### config.mk
export PLATFORM = sky130hd
export DESIGN_NAME = rmq_isqrt_pipe
export DESIGN_NICKNAME = d
export VERILOG_FILES = /design/src/design/rmq_pkg.sv /design/src/design/rmq_isqrt_pipe.sv
export SDC_FILE = /design/constraint.sdc
export NUM_CORES = 2
export LEC_CHECK = 0
export BUFFER_PORTS_ARGS = -buffer_cell sky130_fd_sc_hd__buf_2
export CAP_MARGIN = 30
export CORE_MARGIN = 2
export CORE_UTILIZATION = 44
export DETAILED_ROUTE_END_ITERATION = 8
export PLACE_DENSITY = 0.64
export SYNTH_ARGS = -nofsm -noshare
export SYNTH_HDL_FRONTEND = slang
export SYNTH_SLANG_ARGS = --single-unit
### constraint.sdc
create_clock -name clock -period 60.6 [get_ports clock]
set_input_delay 3.03 -clock clock [delete_from_list [all_inputs] [get_ports clock]]
set_output_delay 3.03 -clock clock [all_outputs]
set_load 0.005 [all_outputs]
### src/design/rmq_pkg.sv
// Shared constants, widths and types for the rotation matrix to quaternion pipeline.
// No dependencies; every other design file refers to this package by scoped names.
package rmq_pkg;

   localparam int FRAC_BITS = 14;
   localparam int IN_W      = 16;
   localparam int OUT_W     = 16;
   localparam int C_W       = IN_W + 2;
   localparam int MAG_W     = C_W - 1;
   localparam int SQ_W      = 2 * MAG_W;
   localparam int Q_W       = SQ_W + 2;
   localparam int SQRT_W    = Q_W / 2;
   localparam int R_W       = Q_W + 1;
   localparam int QBITS     = FRAC_BITS + 1;
   localparam int NUM_W     = MAG_W + FRAC_BITS + 1;
   localparam int REM_W     = SQRT_W + 1;
   localparam int PROD_W    = 2 * IN_W;
   localparam int SUM_W     = PROD_W + 2;
   localparam int CMP_W     = SUM_W + 6;

   localparam logic signed [C_W-1:0]   ONE_FX = C_W'(1) <<< FRAC_BITS;
   localparam logic signed [CMP_W-1:0] ONE_SQ = CMP_W'(1) <<< (2 * FRAC_BITS);

   localparam logic [1:0] STATUS_OK     = 2'd0;
   localparam logic [1:0] STATUS_REJECT = 2'd1;
   localparam logic [1:0] STATUS_DEGEN  = 2'd2;

   typedef logic signed [C_W-1:0] comp_type;

   typedef struct packed {
      logic                  valid;
      logic                  reject;
      logic [3:0]            neg;
      logic [3:0][MAG_W-1:0] mag;
   } sq_side_type;

   typedef struct packed {
      logic       valid;
      logic       reject;
      logic       degen;
      logic [3:0] neg;
   } div_side_type;

endpackage

### src/design/rmq_isqrt_pipe.sv
// Pipelined integer square root, one result bit per register stage.
// Depends on rmq_pkg for widths and the side-band struct carried alongside.
module rmq_isqrt_pipe (
   input  logic                      clock,
   input  logic                      reset,
   input  logic                      en,
   input  logic [rmq_pkg::Q_W-1:0]   in_q,
   input  rmq_pkg::sq_side_type      in_side,
   output logic [rmq_pkg::SQRT_W-1:0] out_n,
   output rmq_pkg::sq_side_type      out_side
);

   localparam int STAGES = rmq_pkg::SQRT_W;

   logic [rmq_pkg::R_W-1:0] v_src [0:STAGES];
   logic [rmq_pkg::R_W-1:0] r_src [0:STAGES];
   rmq_pkg::sq_side_type    s_src [0:STAGES];
   logic [rmq_pkg::R_W-1:0] v_in  [0:STAGES-1];
   logic [rmq_pkg::R_W-1:0] r_in  [0:STAGES-1];
   logic [rmq_pkg::R_W-1:0] v_ff  [0:STAGES-1];
   logic [rmq_pkg::R_W-1:0] r_ff  [0:STAGES-1];
   rmq_pkg::sq_side_type    s_ff  [0:STAGES-1];

   always_comb begin
      logic [rmq_pkg::R_W-1:0] bitv;
      logic [rmq_pkg::R_W-1:0] sum;
      v_src[0] = rmq_pkg::R_W'(in_q);
      r_src[0] = '0;
      s_src[0] = in_side;
      for (int i = 0; i < STAGES; i++) begin
         v_src[i+1] = v_ff[i];
         r_src[i+1] = r_ff[i];
         s_src[i+1] = s_ff[i];
      end
      for (int i = 0; i < STAGES; i++) begin
         bitv = rmq_pkg::R_W'(1) << (2 * (STAGES - 1 - i));
         sum  = r_src[i] + bitv;
         if (v_src[i] >= sum) begin
            v_in[i] = v_src[i] - sum;
            r_in[i] = (r_src[i] >> 1) + bitv;
         end else begin
            v_in[i] = v_src[i];
            r_in[i] = r_src[i] >> 1;
         end
      end
   end

   always_ff @(posedge clock) begin
      for (int i = 0; i < STAGES; i++) begin
         if (reset) begin
            s_ff[i].valid <= 1'b0;
         end else if (en) begin
            s_ff[i] <= s_src[i];
            v_ff[i] <= v_in[i];
            r_ff[i] <= r_in[i];
         end
      end
   end

   assign out_n    = r_ff[STAGES-1][rmq_pkg::SQRT_W-1:0];
   assign out_side = s_ff[STAGES-1];

endmodule

Word-level counts from Yosys, hierarchy flattened:

Memories as Yosys holds them, arrays and structs flattened.
Cells that the tools add are included.

* memories: 3
* logic and storage cells: 150
* bits of input ports: 113
* register bits after elaboration: 0
* memory bits (writable): 2664

Memory list
* s_ff: words 18, bits a word 74, read ports 18, clocked after Yosys merged registers in 0, write ports 18, line rmq_isqrt_pipe.sv:22 `rmq_pkg::sq_side_type s_ff [0:STAGES-1];`
* r_ff: words 18, bits a word 37, read ports 18, clocked after Yosys merged registers in 0, write ports 18, line rmq_isqrt_pipe.sv:21 `logic [rmq_pkg::R_W-1:0] r_ff [0:STAGES-1];`
* v_ff: words 18, bits a word 37, read ports 17, clocked after Yosys merged registers in 0, write ports 18, line rmq_isqrt_pipe.sv:20 `logic [rmq_pkg::R_W-1:0] v_ff [0:STAGES-1];`

* $add $sub $neg: 52
* order comparisons: 18
* multiplexer cells: 59
* bitwise gates (word level): 18

Operators with widths (number)
* two-way mux 37 bit: 35
* >= comparator 37 bit: 17
* subtractor 37 bit: 17
* adder 36 x 1 -> 37 bit (second input constant): 1
* adder 36 x 11 -> 37 bit (second input constant): 1
* adder 36 x 13 -> 37 bit (second input constant): 1
* adder 36 x 15 -> 37 bit (second input constant): 1
* adder 36 x 17 -> 37 bit (second input constant): 1
* adder 36 x 19 -> 37 bit (second input constant): 1
* adder 36 x 21 -> 37 bit (second input constant): 1
* adder 36 x 23 -> 37 bit (second input constant): 1
* adder 36 x 25 -> 37 bit (second input constant): 1
* adder 36 x 27 -> 37 bit (second input constant): 1
* adder 36 x 29 -> 37 bit (second input constant): 1
* adder 36 x 3 -> 37 bit (second input constant): 1
* adder 36 x 31 -> 37 bit (second input constant): 1
* adder 36 x 33 -> 37 bit (second input constant): 1
* adder 36 x 5 -> 37 bit (second input constant): 1
* adder 36 x 7 -> 37 bit (second input constant): 1
* adder 36 x 9 -> 37 bit (second input constant): 1
* adder 37 x 1 -> 37 bit (second input constant): 1
* adder 37 x 11 -> 37 bit (second input constant): 1
* adder 37 x 13 -> 37 bit (second input constant): 1
* adder 37 x 15 -> 37 bit (second input constant): 1
* other kinds (18): 57

Logic depth before layout (Yosys ltp):

* word-level depth: 4
* depth in mapped cells: 13
* depth with buffers taken out: 11

Worst setup path before layout:

OpenSTA, ideal clock, no wires.

* path kind: input to register
* from: input port en
* to: memory s_ff[0][73] in the netlist's numbering, data pin
* setup time: 427 ps
* required time: 60173 ps
* stages: 3
* data arrival time: 63644 ps
* path buffers: 1
* setup slack: -3471 ps
* path through: nor2b_1 > clkbuf_1 > and2_1

RTL lines
* from (decl): line rmq_isqrt_pipe.sv:6 `input logic en,`
* to (decl): line rmq_isqrt_pipe.sv:22

==> impl_results.md <==
- Status: finished, final reports clean
- Clock skew: between 0.05 and 0.06 ns
- Final hold vios: 0
- Post-Synth Adder-Cell Area: 2.977%
- CP most frequent cell: buf_4
- Most instantiated cells after synthesis: edfxtp_1 (2132), inv_1 (232), nand2_1 (190)
- Period utilization: between 10 and 15%
- Mapped cell area: ~80000 um^2
- Startpoint types: input pin
- Slowest CP cell: buf_4
- Mux contribution to synthesized area: 0.3508%
- Area leader, netlist: edfxtp_1
- Worst Path Required: around 61 ns
- Crit path arrival time: 9.44 ns
- Setup TNS: 0 ns
- Worst-path fanout max: between 150 and 200
- Post-CTS Resized: 0
- Synth async-reset ratio: 0%
- Clock slew at reported path FFs: 0.06 ns
- Sequential cell area fraction in the yosys report: 82.33%
- Full die area: roughly 180000 um^2
- Area Overhead vs Synth: 14.59%
- Largest net degree at the start of global routing: just under 200
- # clock sinks: between 2000 and 2500
- Area post-placement: between 80000 and 90000 um^2
- RSZ-0062 raised after global routing: no
- Endpoints failing setup: 0
- Chip height: approximately 420 um
- Placement row count: about 150
- Area contributors post-synth: edfxtp_1 (82%), ha_1 (3.0%), xnor2_1 (1.5%)
- Post-synthesis simple-gate area fraction: under 10%
- Boundary Pins: 205
- Slew Viols, Final: 0
- Setup repair bufs after CTS: 0
- CTS tree: built
- F_max: ~110 MHz
- CP peak stage delay: roughly 0.76 ns
- Die W: around 420 um
- Clk pwr share: 41.2%
- CORE AREA: approximately 180000 um^2
- Pre-CTS WS: a little over 50 ns
- Dpl hpwl: 67910 um
- GRT overflow: 0
- Hold Crit Depth: 0
- Combinational fraction of design power: ~4.0%
- Sw power: 0.0006424 W
- Number of global-route vias before repair: about 35000
- Mean Syn Cell Area: roughly 18 um^2
- Overall routed net length: roughly 110000 um
- Ys flop type: edfxtp_1
- Number of synthesized flops with an enable pin: 2132
- Clock Latency Late Sink: slightly above 0.8 ns
- Layout cells sized above 1: between 10% and 20%
- Register share of total power: 54.8%
- Netlist cell types: 84
- Design Power: about 0.0031 W
- Worst Setup End Kind: flip-flop
- Final worst slack: 51.65 ns
- Compound-cell area share of the yosys netlist: under 10%
- Cells on worst reg2reg path: 10
- CP cell instances: buf_2 -> nor2b_4 -> buf_4 -> buf_12 -> buf_4 -> buf_12 -> buf_4 -> buf_16 -> buf_12 -> buf_4 -> buf_16
- First-pass GRT wire length: between 150000 and 200000 um
- GR Util All Layers: approximately an eighth
- Antenna cells: 0
- Setup Crit Path Kind: input pin to flip-flop
- Max-cap viol count: 0
- Count leader, synth: edfxtp_1
- WL/cell: 15.09 um
- Maximum VDD drop: 0.02465 mV
- Drt pass-1 iters: 8
- Cell family with most CP delay: buffers and inverters
- Finished Cell Area: between 80000 and 90000 um^2
- DR iter-0 viols: 2450
- P per Cell Area: around 35 nW/um^2
- Initial antenna violation count: 0
- CTS max path bufs: 3
- H-tree depth: 4
- Final GP Congestion: around 0.85
- FF+latch count, synth: 2132
- Switching Share: about 20%
- Hold Crit Class: flip-flop to flip-flop
- Leakage power: between 30 and 40 nW
- Crit path buffers/inverters: 10
- Initial Util: about 44%
- Final ANT Viol Nets: 0
- Post-Synth XOR/XNOR Area: 2.928%
- Slew at the pin with the worst max-slew slack: ~1.1 ns
- Hold bufs inserted after CTS: 0
- Post-Synthesis Cells: 4254
- Nets: 4968
- Via Count: ~35000
- Levels on crit path: 11
- Area share of the largest cell type after synthesis: 82.33%
- PortBufs: about 200
- Mapped Nets: between 4000 and 5000
- Final min period: approximately 8.9 ns
- DRC: 0
- Root buf cell: clkbuf_16
- Yosys Warn Count: 0
- Internal: about 0.0025 W
- Rel. slew slack: roughly 30%
- Via density: ~4.8
- Largest family of logic cells by synthesized area: simple AND/OR/NAND/NOR gates
- Num CTS Buffers: around 210
## cell type report
cell class / instances / area (um^2)
fillers: 14063 / 86820
flip-flops and latches: 2132 / 64020
multi-input cells: 1847 / 12680
clock buffers: 244 / 5489
well taps: 2340 / 2928
clock inverters: 152 / 1582
repair buffers: 241 / 1523
inverters: 235 / 882.1
## per-layer routing
layer  part of all wire, %  track usage [%]
met5                     0                0
met4                   4.0            6.056
met3                   4.1            2.765
met2                    50            20.61
met1                    42            14.34
## kinds of logic (layout without fill, tap and decap cells)
| family | Yosys count | count (layout) |
|---|---|---|
| flops | 2132 | 2132 |
| simple gates | 880 | 880 |
| compound gates | 496 | 496 |
| buf+inv | 275 | 872 |
| xor+xnor | 260 | 260 |
| fa+ha+maj | 185 | 185 |
| mux | 25 | 25 |
| other cells | 1 | 1 |
## power by group through the flow
stage	clock (W)	sequential, W	combinational [W]
3_5_place_dp	0	0.00175	0.000125
3_3_place_gp	0	0.00175	0.000121
6_report	0.00129	0.00172	0.000126
4_1_cts	0.00134	0.00172	0.000126
2_1_floorplan	0	0.00183	0.0000926
5_1_grt	0.00140	0.00173	0.000142
## through the flow
step	util [%]	std cells	hold WS [ns]
after floorplan	-	4254	0.4003
after global placement	46.50	6785	0.4002
after detailed placement	46.55	6790	0.4045
after CTS	50.57	7186	0.3484
after global routing	50.65	7191	0.3548
final	50.65	7191	0.3638
## flip-flops by register name (all words and copies together), names as in the netlist
signal / cells
s_ff: 1332
r_ff: 171
v_ff: 629
## worst register-to-register path, cell delays in order (launching register included)
cell	delay [ns]
edfxtp_1	0.39
inv_1	0.06
ha_1	0.37
a21oi_1	0.26
nand2_1	0.11
a2111o_1	0.41
o21ai_0	0.57
o31ai_1	0.23
o21ai_1	0.57
nand4_1	0.20
xnor2_1	0.18
## cell usage in the layout (no fill, tap or decap), drive strengths merged, types with 7 or more instances in the layout
master,Yosys,layout
nand2b,40,40
a211oi,13,13
edfxtp,2132,2132
o21bai,12,12
bufinv,0,24
nor2,176,176
or2,14,14
o211ai,7,7
or3,31,31
ha,185,185
and4,9,9
buf,18,241
nand2,190,190
inv,235,245
xnor2,136,136
clkinv,0,104
a31oi,11,11
xor2,124,124
a21o,42,42
mux2i,7,7
nor3,79,79
nand3,55,55
clkinvlp,0,14
nor4b,19,19
nand4,35,35
o21a,45,45
o31ai,25,25
nor2b,29,29
nand4b,12,12
a21oi,137,137
and2,31,31
a2111oi,9,9
mux2,18,18
or4,21,21
nor4,95,95
o21ai,143,143
and3,14,14
nand3b,11,11
clkbuf,22,244
## final timing paths
kind	to	startpoint	slack, ns
worst max-delay path	s_ff[15][6]$_DFFE_PP_	reset	51.65
worst max register to register	v_ff[16][36]$_DFFE_PP_	r_ff[15][10]$_DFFE_PP_	57.03
worst min-delay path	s_ff[3][29]$_DFFE_PP_	s_ff[2][29]$_DFFE_PP_	0.36
worst min register to register	s_ff[3][29]$_DFFE_PP_	s_ff[2][29]$_DFFE_PP_	0.36
Power figures use the tool's default switching activity.
