## config.mk

```make
export PLATFORM = sky130hd
export DESIGN_NAME = rmq_div_pipe
export DESIGN_NICKNAME = d
export VERILOG_FILES = /design/src/design/rmq_pkg.sv /design/src/design/rmq_div_pipe.sv
export SDC_FILE = /design/constraint.sdc
export NUM_CORES = 2
export LEC_CHECK = 0
export CAP_MARGIN = 20
export CORE_ASPECT_RATIO = 0.6
export CORE_UTILIZATION = 52
export CTS_BUF_LIST = sky130_fd_sc_hd__clkbuf_4 sky130_fd_sc_hd__clkbuf_8
export CTS_CLUSTER_DIAMETER = 120
export DETAILED_ROUTE_END_ITERATION = 6
export DONT_BUFFER_PORTS = 1
export PLACE_DENSITY = 0.67
export SETUP_SLACK_MARGIN = 0.05
export SYNTH_ARGS = -nofsm -noshare
export SYNTH_HDL_FRONTEND = slang
export SYNTH_SLANG_ARGS = --single-unit
```

## constraint.sdc

```tcl
create_clock -name clock -period 88.3 [get_ports clock]
set_clock_uncertainty 0.05 [all_clocks]
set_input_delay 8.83 -clock clock [delete_from_list [all_inputs] [get_ports clock]]
set_output_delay 8.83 -clock clock [all_outputs]
set_load 0.02 [all_outputs]
```

## src/design/rmq_pkg.sv

```systemverilog
// Shared constants, widths and types for the rotation matrix to quaternion pipeline.
// No dependencies; every other design file refers to this package by scoped names.
package rmq_pkg;

   localparam int FRAC_BITS = 14;
   localparam int IN_W      = 16;
   localparam int OUT_W     = 16;
   localparam int C_W       = IN_W + 2;
   localparam int MAG_W     = C_W - 1;
   localparam int SQ_W      = 2 * MAG_W;
   localparam int Q_W       = SQ_W + 2;
   localparam int SQRT_W    = Q_W / 2;
   localparam int R_W       = Q_W + 1;
   localparam int QBITS     = FRAC_BITS + 1;
   localparam int NUM_W     = MAG_W + FRAC_BITS + 1;
   localparam int REM_W     = SQRT_W + 1;
   localparam int PROD_W    = 2 * IN_W;
   localparam int SUM_W     = PROD_W + 2;
   localparam int CMP_W     = SUM_W + 6;

   localparam logic signed [C_W-1:0]   ONE_FX = C_W'(1) <<< FRAC_BITS;
   localparam logic signed [CMP_W-1:0] ONE_SQ = CMP_W'(1) <<< (2 * FRAC_BITS);

   localparam logic [1:0] STATUS_OK     = 2'd0;
   localparam logic [1:0] STATUS_REJECT = 2'd1;
   localparam logic [1:0] STATUS_DEGEN  = 2'd2;

   typedef logic signed [C_W-1:0] comp_type;

   typedef struct packed {
      logic                  valid;
      logic                  reject;
      logic [3:0]            neg;
      logic [3:0][MAG_W-1:0] mag;
   } sq_side_type;

   typedef struct packed {
      logic       valid;
      logic       reject;
      logic       degen;
      logic [3:0] neg;
   } div_side_type;

endpackage

```

## src/design/rmq_div_pipe.sv

```systemverilog
// Four-lane pipelined restoring divider giving round(mag * 2^F / n), one bit per stage.
// Depends on rmq_pkg for widths and the side-band struct carried alongside.
module rmq_div_pipe (
   input  logic                                clock,
   input  logic                                reset,
   input  logic                                en,
   input  logic [rmq_pkg::SQRT_W-1:0]          in_n,
   input  logic [3:0][rmq_pkg::MAG_W-1:0]      in_mag,
   input  rmq_pkg::div_side_type               in_side,
   output logic [3:0][rmq_pkg::QBITS-1:0]      out_quo,
   output rmq_pkg::div_side_type               out_side
);

   localparam int STAGES = rmq_pkg::QBITS;

   logic [3:0][rmq_pkg::REM_W-1:0] rem_src [0:STAGES];
   logic [3:0][rmq_pkg::QBITS-1:0] quo_src [0:STAGES];
   logic [3:0][rmq_pkg::QBITS-1:0] low_src [0:STAGES];
   logic [rmq_pkg::SQRT_W-1:0]     n_src   [0:STAGES];
   rmq_pkg::div_side_type          s_src   [0:STAGES];

   logic [3:0][rmq_pkg::REM_W-1:0] rem_in [0:STAGES-1];
   logic [3:0][rmq_pkg::QBITS-1:0] quo_in [0:STAGES-1];
   logic [3:0][rmq_pkg::REM_W-1:0] rem_ff [0:STAGES-1];
   logic [3:0][rmq_pkg::QBITS-1:0] quo_ff [0:STAGES-1];
   logic [3:0][rmq_pkg::QBITS-1:0] low_ff [0:STAGES-1];
   logic [rmq_pkg::SQRT_W-1:0]     n_ff   [0:STAGES-1];
   rmq_pkg::div_side_type          s_ff   [0:STAGES-1];

   always_comb begin
      logic [rmq_pkg::NUM_W-1:0] num;
      logic [rmq_pkg::REM_W-1:0] t;
      logic                      ge;
      // Quotient never exceeds 2^F, so the top numerator bits start below n.
      for (int l = 0; l < 4; l++) begin
         num = (rmq_pkg::NUM_W'(in_mag[l]) << rmq_pkg::FRAC_BITS)
             + rmq_pkg::NUM_W'(in_n >> 1);
         rem_src[0][l] = rmq_pkg::REM_W'(num >> rmq_pkg::QBITS);
         low_src[0][l] = num[rmq_pkg::QBITS-1:0];
         quo_src[0][l] = '0;
      end
      n_src[0] = in_n;
      s_src[0] = in_side;
      for (int i = 0; i < STAGES; i++) begin
         rem_src[i+1] = rem_ff[i];
         quo_src[i+1] = quo_ff[i];
         low_src[i+1] = low_ff[i];
         n_src[i+1]   = n_ff[i];
         s_src[i+1]   = s_ff[i];
      end
      for (int i = 0; i < STAGES; i++) begin
         for (int l = 0; l < 4; l++) begin
            t  = {rem_src[i][l][rmq_pkg::REM_W-2:0], low_src[i][l][STAGES-1-i]};
            ge = (t >= {1'b0, n_src[i]});
            rem_in[i][l] = ge ? (t - {1'b0, n_src[i]}) : t;
            quo_in[i][l] = {quo_src[i][l][rmq_pkg::QBITS-2:0], ge};
         end
      end
   end

   always_ff @(posedge clock) begin
      for (int i = 0; i < STAGES; i++) begin
         if (reset) begin
            s_ff[i].valid <= 1'b0;
         end else if (en) begin
            s_ff[i]   <= s_src[i];
            rem_ff[i] <= rem_in[i];
            quo_ff[i] <= quo_in[i];
            low_ff[i] <= low_src[i];
            n_ff[i]   <= n_src[i];
         end
      end
   end

   assign out_quo  = quo_ff[STAGES-1];
   assign out_side = s_ff[STAGES-1];

endmodule

```

## Word-level counts from Yosys, hierarchy flattened

Memories as Yosys holds them, arrays and structs flattened.
Index checks and enable logic that the tools add are counted.

- Add/subtract/negate cells: 64
- Magnitude comparators: 60
- Muxes and demuxes: 80
- Bitwise logic cells: 15

Operators with widths:

| cell | number |
|---|---|
| two-way mux 19 bit | 60 |
| greater-or-equal comparator 19 x 18 -> 1 bit | 56 |
| subtractor 19 x 18 -> 19 bit | 56 |
| adder 31 x 17 -> 32 bit | 4 |
| subtractor 18 x 18 -> 19 bit | 4 |
| greater-or-equal comparator 18 bit | 4 |
| two-way mux 1 bit | 20 |
| OR 1 bit | 15 |

- Flip-flop bits (word level): 0
- RAM bits: 3,315
- Input port bits: 96
- Output and inout bits: 67
- Logic and storage cells: 224
- Memories: 5

Memory list:

| memory | depth | bits a word | rd ports | clocked after memory_dff | write ports | line | text |
|---|---|---|---|---|---|---|---|
| rem_ff | 15 | 76 | 14 | 0 | 15 | rmq_div_pipe.sv:24 | `logic [3:0][rmq_pkg::REM_W-1:0] rem_ff [0:STAGES-1];` |
| low_ff | 15 | 60 | 14 | 0 | 15 | rmq_div_pipe.sv:26 | `logic [3:0][rmq_pkg::QBITS-1:0] low_ff [0:STAGES-1];` |
| quo_ff | 15 | 60 | 15 | 0 | 15 | rmq_div_pipe.sv:25 | `logic [3:0][rmq_pkg::QBITS-1:0] quo_ff [0:STAGES-1];` |
| n_ff | 15 | 18 | 14 | 0 | 15 | rmq_div_pipe.sv:27 | `logic [rmq_pkg::SQRT_W-1:0] n_ff [0:STAGES-1];` |
| s_ff | 15 | 7 | 15 | 0 | 15 | rmq_div_pipe.sv:28 | `rmq_pkg::div_side_type s_ff [0:STAGES-1];` |

## Depth between registers and ports, before layout

- Word-level depth: 4
- Mapped depth: 20
- Mapped depth without buffers: 18

## Least setup slack after synthesis

OpenSTA, ideal clock, no wires.

- Path kind: input to register
- Start point: input port en
- End point: memory s_ff[0][13] in the netlist's numbering (data pin)
- Library setup time: 397 ps
- Arrival: 61,316 ps
- Required time: 87,853 ps
- Slack: 26,537 ps
- Stages: 3
- Buffers on the path: 1
- Cells stage by stage: nor2b_1 > clkbuf_1 > and2_1

RTL lines:

| element | line | text |
|---|---|---|
| start, declared | rmq_div_pipe.sv:6 | `input logic en,` |
| end, declared | rmq_div_pipe.sv:28 |  |

==> out/results.txt <==
worst setup margin: 75.17 ns
Bufs on Longest Clock Path: 4
Async S/R FF share, synth: 0
cts hold-fix bufs: 0
first-pass GRT wire length: 573000 um
crit path buf inv count: 5
CP startpoint kind: input pin
Final setup viols: 0
RSZ-0062 raised after global routing: no
CP Cell Sequence: nor2b_4 -> buf_4 -> buf_4 -> buf_4 -> buf_4 -> buf_4
Max-slew headroom: 0.171
Starting Density: 0.525
pre-CTS setup slack: 74.05 ns
TritonCTS clock tree: built
crit-path most repeated cell: buf_4
Sink Count: 1845
CP max FO: 79
DP Cell Count: 14.0k
HP Class: register to register
Cell variety after synth: 99
vias in the first global route: 82.7k
post-route clock period utilization: 0.149
non-filler cells, final: 14.5k
GR Util All Layers: 0.342
# rows: 135
RePlAce Congestion: 1.01
Data required, critical path: 88.87 ns
CP Capture Type: register
clock transition at the registers of the reported paths: 0.06 ns
run status: complete, but fails checks
# DRC: 10
crit path DAT: 13.69 ns
most instantiated cells after synthesis: 1845 x edfxtp_1, 1050 x ha_1, 1016 x nand2_1, 945 x o21ai_0, 824 x a21oi_1
Layout Nets: 12.5k
initial DRC count: 13.6k
dominant cell by count in the synthesized netlist: edfxtp_1
core area: 226000 sq um
area leader, netlist: edfxtp_1
Max Cap Violations: 0
Synth Register Bits: 1845
Area contributors post-synth: edfxtp_1 47%, ha_1 11%, o21ai_0 4.0%
predominant post-synthesis flop cell: edfxtp_1
Pleak: 50.8 nW
DRT Pass-1 Iters: 7
Die Area: 230000 sq um
num ports: 163
Syn. warnings: 0
Slew @ Worst Pin: 1.23 ns
EDFF count, synth: 1845
highest clock rate: 0.0762 GHz
max-slew violation count: 0
post-cts repair resize count: 0
failing checks: design-rule violations
Post-Syn Nets: 12.4k
WL per Instance: 27.9 um
Synth Instances: 11.2k
clk_lat worst skew: 1.00 ns
slowest CP cell: buf_4
H-tree levels: 5
Layout area overhead: 7.75%
Num CTS Buffers: 300
largest net degree at the start of global routing: 154
setup TNS after final layout: 0 ns
Vias/cell: 6.41
CP Class: input pin to register
Cell Area, Synth: 119000 sq um
total gr overflow: 0
highest ir drop seen on vdd: 14.1 uV
CP max stage delay: 0.85 ns
CP delay by family, top: buffers and inverters
die height: 372 um
die width: 619 um
share of layout cells above drive strength 1: 0.0829
Antenna Violating Nets Remaining: 0
minimum clock period: 13.13 ns
port bufs: 0
pwr/cell area: 20.2 nW/um^2
post-CTS setup buffer count: 0
CTS root buffer: clkbuf_8
sequential fraction of the synthesis area: 0.466
top cell type's share of synthesized area: 0.466
Hold Vio Cnt, Final: 0
final WL: 405000 um
initial antenna violation count: 55
Avg Cell Area, Syn: 10.6 sq um
DP HPWL: 322000 um
vias: 93.2k
## power breakdown
| group | switching (mW) | total (mW) | internal [mW] | leakage [nW] |
|---|---|---|---|---|
| Sequential | 0.0531 | 1.11 | 1.06 | 17.3 |
| Clock | 0.374 | 0.786 | 0.412 | 3.11 |
| Combinational | 0.428 | 0.684 | 0.256 | 30.4 |
## flip-flops by register name, indices dropped and copies added, names as in the netlist
name	cells
low_ff	196
s_ff	105
quo_ff	480
n_ff	56
rem_ff	1008
## kinds of logic after synthesis
group / after synthesis / synth area share
AOI/OAI and AO/OA: 3335 / 0.180
xor gates and xnor gates: 719 / 0.0530
adders and majority gates: 1110 / 0.121
buffers and inverters: 1008 / 0.0346
DFF: 1845 / 0.466
muxes: 320 / 0.0303
and+or+nand+nor: 2895 / 0.115
## layer usage
| metal | vias up | track usage | wire, um |
|---|---|---|---|
| li1 | 42200 | - | - |
| met1 | 45400 | 0.571 | 203000 |
| met2 | 5177 | 0.357 | 126000 |
| met3 | 436 | 0.187 | 70700 |
| met4 | 28 | 0.0499 | 5420 |
| met5 | - | 0.00599 | 364 |
## metrics by stage
stage	power, mW	instance area (sq um)	util	hold WS (ns)
floorplan	1.65	119000	-	0.350
global placement	1.77	122000	0.539	0.350
detailed placement	1.78	122000	0.539	0.355
CTS	2.57	128000	0.565	0.327
global route	2.69	128000	0.565	0.329
finish	2.58	128000	0.565	0.332
## path summary, 6_finish.rpt
path | to | slack [ns] | depth (start not counted) | start
max | rem_ff[0][84] | 75.17 | 6 | en
min | quo_ff[1][349] | 0.33 | 0 | quo_ff[1][288]
max reg2reg | rem_ff[0][351] | 83.08 | 12 | low_ff[0][235]
min reg2reg | quo_ff[1][349] | 0.33 | 0 | quo_ff[1][288]
## cell usage in the layout, fill, tap and decap left out, types with 63 or more instances in the layout
master | synthesis | final
a31oi_1 | 97 | 93
clkbuf_4 | 0 | 70
nand2b_1 | 149 | 149
xnor2_1 | 431 | 431
a21oi_1 | 824 | 822
nor2b_1 | 217 | 216
inv_1 | 646 | 646
nor2_1 | 682 | 682
xor2_1 | 288 | 288
buf_4 | 71 | 110
o21a_1 | 169 | 169
clkbuf_8 | 0 | 305
clkinv_1 | 1 | 63
edfxtp_1 | 1845 | 1845
ha_1 | 1050 | 1050
nor3_1 | 138 | 138
nand4_1 | 146 | 146
nand3_1 | 183 | 183
o21ai_0 | 945 | 945
a21o_1 | 446 | 446
mux2_2 | 236 | 236
and3_1 | 103 | 103
a211oi_1 | 80 | 80
o21bai_1 | 94 | 94
o31ai_1 | 89 | 89
nand2_1 | 1016 | 1016
## cell type report
| cell class | instances | area, sq um |
|---|---|---|
| Sequential cell | 1845 | 55400 |
| Fill cell | 19300 | 98400 |
| Multi-Input combinational cell | 8379 | 59500 |
| Inverter | 647 | 2430 |
| Antenna cell | 16 | 40.0 |
| Tap cell | 3014 | 3770 |
| Timing Repair Buffer | 116 | 906 |
| Clock buffer | 374 | 4720 |
| Clock inverter | 148 | 1270 |
## worst register-to-register path: stages (launching register included)
cell	delay [ns]
edfxtp_1	0.42
inv_1	0.19
buf_4	0.33
ha_1	0.82
nor2b_1	0.13
o21bai_1	0.26
a311o_1	0.27
a21oi_1	0.17
a31o_2	0.32
a41oi_2	0.61
buf_4	0.42
nor3_1	0.11
a21oi_1	0.75
Note: power is estimated with default switching activity, not from simulation.
